--- src/hw/rtl/fmrc_pkg.sv ---
`timescale 1ns / 1ps

package fmrc_pkg;

  localparam int unsigned ADDR_W         = 64;
  localparam int unsigned PAGES_W        = 52;
  localparam int unsigned TYPE_W         = 4;
  localparam int unsigned APB_ADDR_W     = 4;
  localparam int unsigned APB_DATA_W     = 64;
  // Descriptor lengths are always counted in 4 KiB pages.
  localparam int unsigned DESC_PAGE_SHIFT = 12;

  localparam logic [ADDR_W-1:0] BASE_RESET  = 64'hE000_0000_0000_0000;
  localparam logic [ADDR_W-1:0] LIMIT_RESET = 64'h0000_0000_4000_0000;

  // Usable descriptor types.
  localparam logic [TYPE_W-1:0] MT_LOADER_CODE  = 4'd1;
  localparam logic [TYPE_W-1:0] MT_LOADER_DATA  = 4'd2;
  localparam logic [TYPE_W-1:0] MT_BOOT_CODE    = 4'd3;
  localparam logic [TYPE_W-1:0] MT_BOOT_DATA    = 4'd4;
  localparam logic [TYPE_W-1:0] MT_CONVENTIONAL = 4'd7;

  // Register select, taken from paddr bit 3 (registers sit at 8-byte strides).
  typedef enum logic [0:0] {
    REG_VIRTUAL_BASE  = 1'b0,
    REG_ADDRESS_LIMIT = 1'b1
  } fmrc_reg_e;

  typedef struct packed {
    logic                flush;
    logic [TYPE_W-1:0]   mem_type;
    logic [ADDR_W-1:0]   desc_addr;
    logic [PAGES_W-1:0]  page_cnt;
  } fmrc_in_t;

  typedef struct packed {
    logic [ADDR_W-1:0] range_start;
    logic [ADDR_W-1:0] range_end;
  } fmrc_out_t;

  // Registered descriptor word handed to the merge stage.
  typedef struct packed {
    logic              flush;
    logic              usable;
    logic [ADDR_W-1:0] cur_start;
    logic [ADDR_W-1:0] cur_len;
  } fmrc_desc_t;

  // Handshake between descriptor stage and merge stage.
  typedef struct packed {
    logic       valid;
    fmrc_desc_t desc;
  } fmrc_stage_t;

endpackage

--- src/hw/rtl/fmrc_cfg_regs.sv ---
`timescale 1ns / 1ps

module fmrc_cfg_regs (
  input  logic                              clk_i,
  input  logic                              rst_ni,
  input  logic                              psel,
  input  logic                              penable,
  input  logic                              pwrite,
  input  logic [fmrc_pkg::APB_ADDR_W-1:0]   paddr,
  input  logic [fmrc_pkg::APB_DATA_W-1:0]   pwdata,
  output logic [fmrc_pkg::APB_DATA_W-1:0]   prdata,
  output logic                              pready,
  output logic [fmrc_pkg::ADDR_W-1:0]       virtual_base_o,
  output logic [fmrc_pkg::ADDR_W-1:0]       address_limit_o
);
  import fmrc_pkg::*;

  logic [ADDR_W-1:0] base_q, base_d;
  logic [ADDR_W-1:0] limit_q, limit_d;
  logic              wr_en;
  fmrc_reg_e         sel;

  assign pready = 1'b1;
  assign wr_en  = psel && penable && pwrite;
  assign sel    = fmrc_reg_e'(paddr[3]);

  always_comb begin
    base_d  = base_q;
    limit_d = limit_q;
    if (wr_en) begin
      case (sel)
        REG_VIRTUAL_BASE:  base_d  = pwdata;
        REG_ADDRESS_LIMIT: limit_d = pwdata;
        default: ;
      endcase
    end
  end

  always_comb begin
    case (sel)
      REG_VIRTUAL_BASE:  prdata = base_q;
      REG_ADDRESS_LIMIT: prdata = limit_q;
      default:           prdata = '0;
    endcase
  end

  always_ff @(posedge clk_i or negedge rst_ni) begin
    if (!rst_ni) begin
      base_q  <= BASE_RESET;
      limit_q <= LIMIT_RESET;
    end else begin
      base_q  <= base_d;
      limit_q <= limit_d;
    end
  end

  assign virtual_base_o  = base_q;
  assign address_limit_o = limit_q;

endmodule

--- src/hw/rtl/fmrc_desc_stage.sv ---
`timescale 1ns / 1ps

module fmrc_desc_stage (
  input  logic                          clk_i,
  input  logic                          rst_ni,
  input  logic                          in_valid_i,
  output logic                          in_stall_o,
  input  fmrc_pkg::fmrc_in_t            in_word_i,
  input  logic [fmrc_pkg::ADDR_W-1:0]   virtual_base_i,
  input  logic [fmrc_pkg::ADDR_W-1:0]   address_limit_i,
  input  logic                          advance_i,
  output fmrc_pkg::fmrc_stage_t         stage_o
);
  import fmrc_pkg::*;

  logic       valid_q, valid_d;
  fmrc_desc_t desc_q, desc_d;
  logic       accept;
  logic       type_ok;

  assign in_stall_o = valid_q && !advance_i;
  assign accept     = in_valid_i && !in_stall_o;

  always_comb begin
    type_ok = in_word_i.mem_type inside {MT_LOADER_CODE, MT_LOADER_DATA, MT_BOOT_CODE,
                                         MT_BOOT_DATA, MT_CONVENTIONAL};
    desc_d.flush     = in_word_i.flush;
    desc_d.usable    = type_ok && (in_word_i.desc_addr <= address_limit_i);
    desc_d.cur_start = virtual_base_i + in_word_i.desc_addr;
    desc_d.cur_len   = {in_word_i.page_cnt, {DESC_PAGE_SHIFT{1'b0}}};
  end

  always_comb begin
    if (accept) begin
      valid_d = 1'b1;
    end else if (advance_i) begin
      valid_d = 1'b0;
    end else begin
      valid_d = valid_q;
    end
  end

  always_ff @(posedge clk_i or negedge rst_ni) begin
    if (!rst_ni) begin
      valid_q <= 1'b0;
    end else begin
      valid_q <= valid_d;
    end
  end

  always_ff @(posedge clk_i) begin
    if (accept) begin
      desc_q <= desc_d;
    end
  end

  assign stage_o.valid = valid_q;
  assign stage_o.desc  = desc_q;

endmodule

--- src/hw/rtl/fmrc_merge_stage.sv ---
`timescale 1ns / 1ps

module fmrc_merge_stage #(
  parameter int unsigned PAGE_SHIFT = 14
) (
  input  logic                   clk_i,
  input  logic                   rst_ni,
  input  fmrc_pkg::fmrc_stage_t  stage_i,
  output logic                   advance_o,
  output logic                   out_valid_o,
  input  logic                   out_stall_i,
  output fmrc_pkg::fmrc_out_t    out_word_o
);
  import fmrc_pkg::*;

  localparam logic [ADDR_W-1:0] PAGE_LOW   = (ADDR_W'(1) << PAGE_SHIFT) - ADDR_W'(1);
  localparam logic [ADDR_W-1:0] GRAIN_MASK = ~PAGE_LOW;

  logic              held_valid_q, held_valid_d;
  logic [ADDR_W-1:0] held_start_q, held_start_d;
  logic [ADDR_W-1:0] held_end_q, held_end_d;
  logic              out_valid_q, out_valid_d;
  fmrc_out_t         out_q, out_d;

  logic              out_free;
  logic              step;
  logic              emit;
  logic [ADDR_W-1:0] cur_end;
  logic [ADDR_W-1:0] rnd_start, rnd_end;
  logic              nonempty;

  assign out_free  = !out_valid_q || !out_stall_i;
  assign advance_o = out_free;
  assign step      = stage_i.valid && out_free;

  assign cur_end   = stage_i.desc.cur_start + stage_i.desc.cur_len;
  assign rnd_start = (held_start_q + PAGE_LOW) & GRAIN_MASK;
  assign rnd_end   = held_end_q & GRAIN_MASK;
  assign nonempty  = held_valid_q && (rnd_end > rnd_start);

  always_comb begin
    held_valid_d = held_valid_q;
    held_start_d = held_start_q;
    held_end_d   = held_end_q;
    emit         = 1'b0;
    if (step) begin
      if (stage_i.desc.flush) begin
        emit         = nonempty;
        held_valid_d = 1'b0;
        held_start_d = '0;
        held_end_d   = '0;
      end else if (stage_i.desc.usable) begin
        if (held_valid_q && (held_end_q == stage_i.desc.cur_start)) begin
          held_end_d = cur_end;
        end else begin
          // breaks contiguity: flush out the old range, start a new one
          emit         = nonempty;
          held_valid_d = 1'b1;
          held_start_d = stage_i.desc.cur_start;
          held_end_d   = cur_end;
        end
      end
    end
  end

  always_comb begin
    out_valid_d       = out_free ? emit : out_valid_q;
    out_d.range_start = rnd_start;
    out_d.range_end   = rnd_end;
  end

  always_ff @(posedge clk_i or negedge rst_ni) begin
    if (!rst_ni) begin
      held_valid_q <= 1'b0;
      held_start_q <= '0;
      held_end_q   <= '0;
      out_valid_q  <= 1'b0;
    end else begin
      held_valid_q <= held_valid_d;
      held_start_q <= held_start_d;
      held_end_q   <= held_end_d;
      out_valid_q  <= out_valid_d;
    end
  end

  always_ff @(posedge clk_i) begin
    if (emit) begin
      out_q <= out_d;
    end
  end

  assign out_valid_o = out_valid_q;
  assign out_word_o  = out_q;

endmodule

--- src/hw/rtl/free_memory_range_coalescer_unit.sv ---
`timescale 1ns / 1ps
// A descriptor word that closes a range puts its result on the output after it passes
//   the input register, then the result register.
// Throughput: one descriptor word per cycle; the input stalls only while a result
//   waits in the output register and the consumer stalls it.
// Reset (rst_ni, async, active low): held range cleared, pipeline empty,
//   virtual_base = 0xE000000000000000, address_limit = 0x40000000.

module free_memory_range_coalescer_unit #(
  parameter int unsigned PAGE_SHIFT = 14  // rounding granule of emitted ranges, 12..16
) (
  input  logic                              clk_i,
  input  logic                              rst_ni,
  // descriptor input
  input  logic                              in_valid_i,
  output logic                              in_stall_o,
  input  fmrc_pkg::fmrc_in_t                in_word_i,
  // range output
  output logic                              out_valid_o,
  input  logic                              out_stall_i,
  output fmrc_pkg::fmrc_out_t               out_word_o,
  // register port
  input  logic                              psel,
  input  logic                              penable,
  input  logic                              pwrite,
  input  logic [fmrc_pkg::APB_ADDR_W-1:0]   paddr,
  input  logic [fmrc_pkg::APB_DATA_W-1:0]   pwdata,
  output logic [fmrc_pkg::APB_DATA_W-1:0]   prdata,
  output logic                              pready
);
  import fmrc_pkg::*;

  logic [ADDR_W-1:0] virtual_base;
  logic [ADDR_W-1:0] address_limit;
  fmrc_stage_t       stage;
  logic              advance;

  // Two 64-bit registers at byte offsets 0x0 and 0x8.
  fmrc_cfg_regs u_cfg (
    .clk_i           (clk_i),
    .rst_ni          (rst_ni),
    .psel            (psel),
    .penable         (penable),
    .pwrite          (pwrite),
    .paddr           (paddr),
    .pwdata          (pwdata),
    .prdata          (prdata),
    .pready          (pready),
    .virtual_base_o  (virtual_base),
    .address_limit_o (address_limit)
  );

  // Stage 1: type/limit check and base offset add, registered.
  fmrc_desc_stage u_desc (
    .clk_i           (clk_i),
    .rst_ni          (rst_ni),
    .in_valid_i      (in_valid_i),
    .in_stall_o      (in_stall_o),
    .in_word_i       (in_word_i),
    .virtual_base_i  (virtual_base),
    .address_limit_i (address_limit),
    .advance_i       (advance),
    .stage_o         (stage)
  );

  // Stage 2: end add, contiguity compare, page rounding of the held range,
  // result register. The held range updates only when the output can take a word.
  fmrc_merge_stage #(
    .PAGE_SHIFT (PAGE_SHIFT)
  ) u_merge (
    .clk_i       (clk_i),
    .rst_ni      (rst_ni),
    .stage_i     (stage),
    .advance_o   (advance),
    .out_valid_o (out_valid_o),
    .out_stall_i (out_stall_i),
    .out_word_o  (out_word_o)
  );

endmodule

--- config.mk ---
export PLATFORM = sky130hd
export DESIGN_NAME = free_memory_range_coalescer_unit
export DESIGN_NICKNAME = d
export VERILOG_FILES = /design/src/hw/rtl/fmrc_pkg.sv /design/src/hw/rtl/fmrc_cfg_regs.sv /design/src/hw/rtl/fmrc_desc_stage.sv /design/src/hw/rtl/fmrc_merge_stage.sv /design/src/hw/rtl/free_memory_range_coalescer_unit.sv
export SDC_FILE = /design/constraint.sdc
export NUM_CORES = 1
export LEC_CHECK = 0
export CAP_MARGIN = 5
export CORE_UTILIZATION = 60
export CTS_CLUSTER_SIZE = 16
export DETAILED_ROUTE_END_ITERATION = 16
export DONT_BUFFER_PORTS = 1
export PLACE_DENSITY_LB_ADDON = 0.2
export SYNTH_ARGS = -nofsm -noshare
export SYNTH_HDL_FRONTEND = slang
export SYNTH_SLANG_ARGS = --single-unit
--- constraint.sdc ---
create_clock -name clk_i -period 18.61 [get_ports clk_i]
set_clock_uncertainty 0.2 [all_clocks]
set_input_delay 1.861 -clock clk_i [delete_from_list [all_inputs] [get_ports clk_i]]
set_output_delay 1.861 -clock clk_i [all_outputs]
set_load 0.01 [all_outputs]
==> results.ini <==
[sta]
period_share = 0.3187
hold_slack_ns = 0.2813
drv_slew = 0
setup_violations = 0
hold_viol = 0
finalSetupTns_ns = 0
max_freq_ghz = 0.1686
rsz0062_at_grt = no
slew-limit-headroom = 0.2262
min_period_ns = 5.930
max_slew.worst_pin.slew_ns = 1.158

[setup_path]
cp-end-kind = flop
worstPathArrival_ns = 5.95
path_cells = nor4_1 -> a41oi_2 -> nand4_1 -> or3_1 -> nor3_2 -> and2_1 -> nand2_1 -> nor2_1 -> nand3_1 -> xor2_1 -> ha_1 -> nand4_1 -> nor2_1 -> and3_1 -> nand4_1 -> o21ai_0 -> nor3b_2 -> buf_4 -> buf_4
worst-path-max-fanout = 61
crit_top_cell = nand4_1
required_ns = 18.63
crit_path_max_incr_delay_ns = 0.69
timing_worst_setup_path_type = flop to flop
start_kind = flop
slowest_stage = buf_4

[place]
numPortBuffers = 0
gp_congestion = 0.9204
hpwl_mm = 56.69

[detailed_routing]
first_pass_iters = 5
final_antenna_net_count = 0
routed_wl_mm = 72.50
vias = 19558
vias_per_cell = 6.213
wl_per_cell_um = 23.03
drtIter0Drc = 1525
remaining_drc_errors = 0

[cts]
h-tree-depth = 2
post_cts_resize_count = 0
cts.sinks = 477
cts_buffer_depth = 3
post_cts_buffers = 0
clkLatencyLatePin_ns = 0.61
root_buffer = clkbuf_16
cts_tree = done
cts_hold_buf = 0
numCtsBuffers = 50
clk_pin_slew_ns = 0.06

[yosys]
async_reset_ff_frac = 0.5430
synth-seq-cells = 477
syn_area_um2 = 28010
synth_edf_count = 218
synthTopCellsByArea = edfxtp_1 (23%), dfrtp_1 (23%), ha_1 (10%), mux2_2 (7.7%), a21o_1 (3.4%)
ys_types = 94
ys_seq_area_frac = 0.4652
synth_top_area_cell = edfxtp_1
synth_top_area_share = 0.2337
synth_cells = 2536
synthFlopType = dfrtp_1
syn_area_per_cell_um2 = 11.05
yosys_warnings = 0

[die]
ios = 391
core_um2 = 45670
start_util = 0.6133
dieArea_um2 = 47560
die_w_um = 218.1
fp-row-count = 78
die_h_um = 218.1

[run]
maxCapViolations = 0

[grt]
grt_pass1_vias = 19424
antenna_found_initial = 10
grt_overflow = 0
grtUsageTotal = 0.3039
grt_max_degree = 260
grt_pass1_wl_mm = 110.5

[layout]
area_delta_synth_final_pct = 6.896
final_nets = 2929
drive_gt1_frac = 0.1254
final_core_util = 0.6556

[outcome]
status = finished clean

[worst_hold_path]
hold_class = flop to flop

[pwr]
power.leakage_uw = 0.01320
ir_worst_vdd_v = 0.00009282
powerDensity_nw_per_um2 = 146.8

[layer usage]
| layer | global-route usage | part of all wire | vias to the layer above |
|---|---|---|---|
| met5 | 0 | 0.00094 | - |
| met4 | 0.1105 | 0.037 | 8 |
| met3 | 0.06722 | 0.073 | 153 |
| met2 | 0.4762 | 0.45 | 703 |
| met1 | 0.4144 | 0.44 | 9494 |
| li1 | - | - | 9200 |
[power by group]
group / internal [µW] / switching (µW)
Clock: 553 / 412
Combinational: 693 / 934
Sequential: 1450 / 350
Total: 2700 / 1700
[registers in the layout, indices dropped and copies added, names as in the netlist]
name / count
u_merge.out_word_o: 100
u_desc.valid_q: 1
u_merge.out_valid_o: 1
u_cfg.address_limit_o: 64
u_desc.stage_o: 118
u_merge.held_end_q: 64
u_merge.held_start_q: 64
u_merge.held_valid_q: 1
u_cfg.virtual_base_o: 64
[cell usage in the layout, fill, tap and decap left out, drive strengths merged, types with 5 or more instances in the layout]
cell	netlist	final
a2111oi	5	5
a211oi	20	20
a21o	126	126
a21oi	134	134
a221o	5	5
a221oi	9	9
a22o	54	54
a31oi	17	17
and2	17	17
and3	22	22
and4	8	8
buf	45	9
clkbuf	76	67
clkinv	0	21
conb	2	29
dfrtp	255	255
edfxtp	218	218
ha	228	228
inv	164	166
mux2	191	191
nand2	183	183
nand2b	22	22
nand3	40	40
nand4	66	66
nor2	82	82
nor2b	21	21
nor3	21	21
nor4	18	18
o211ai	12	12
o21a	17	17
o21ai	142	142
o21bai	15	15
o22ai	7	7
o31ai	18	18
or3	9	9
xnor2	94	94
xor2	107	107
[cell families after synthesis]
family                     Yosys count  share of synthesized area
buffers and inverters              285                    0.04306
AOI/OAI and AO/OA                  626                     0.1554
adders and majority gates          230                     0.1033
and+or+nand+nor                    523                    0.09277
muxes                              192                    0.07714
DFF                                477                     0.4652
xor gates and xnor gates           201                    0.06284
other                                2                  0.0002681
[worst paths after layout]
kind,startpoint,to,slack [ns],cells past startpoint
worst max register to register,u_merge.held_start_q[1],u_merge.out_word_o[59],12.68,19
min in group asynchronous,rst_ni,u_cfg.address_limit_o[8],0.77,0
worst max-delay path,u_merge.held_start_q[1],u_merge.out_word_o[59],12.68,19
worst min-delay path,u_merge.held_start_q[2],u_merge.held_start_q[2],0.28,2
max in group asynchronous,rst_ni,u_merge.held_start_q[44],17.05,0
worst min register to register,u_merge.held_start_q[2],u_merge.held_start_q[2],0.28,2
[layout make-up]
class | count | area (µm²)
clock inverter | 26 | 222.7
timing repair buffer | 9 | 67.56
multi-input combinational | 1801 | 13890
antenna | 4 | 10.01
inverter | 164 | 615.6
clock buffer | 67 | 1355
sequential | 477 | 13030
fill | 3535 | 15730
tap | 600 | 750.7
[Yosys cell counts, drive strengths merged, types with 76 or more instances]
library cell,instances
a21o,126
o21ai,142
nor2,82
mux2,191
xnor2,94
edfxtp,218
clkbuf,76
a21oi,134
nand2,183
xor2,107
inv,164
ha,228
dfrtp,255
[worst max-delay path: cells and delay by family (launching register included)]
family                     cells  cell delay (ns)
AOI/OAI and AO/OA              2             0.53
and+or+nand+nor               13             2.78
buffers and inverters          2             1.17
xor gates and xnor gates       1             0.17
DFF                            1             0.36
adders and majority gates      1             0.30
[per-stage QoR]
step	total power (µW)	setup WS, ns	area (µm²)	instances
6_report	4397	12.68	29950	3148
5_1_grt	4649	12.20	29940	3147
4_1_cts	4387	12.66	29940	3144
3_5_place_dp	3414	12.71	28360	3051
3_3_place_gp	3344	12.80	28360	3051
2_1_floorplan	2916	7.209	28110	2563
(Power assumes the default switching activity.)
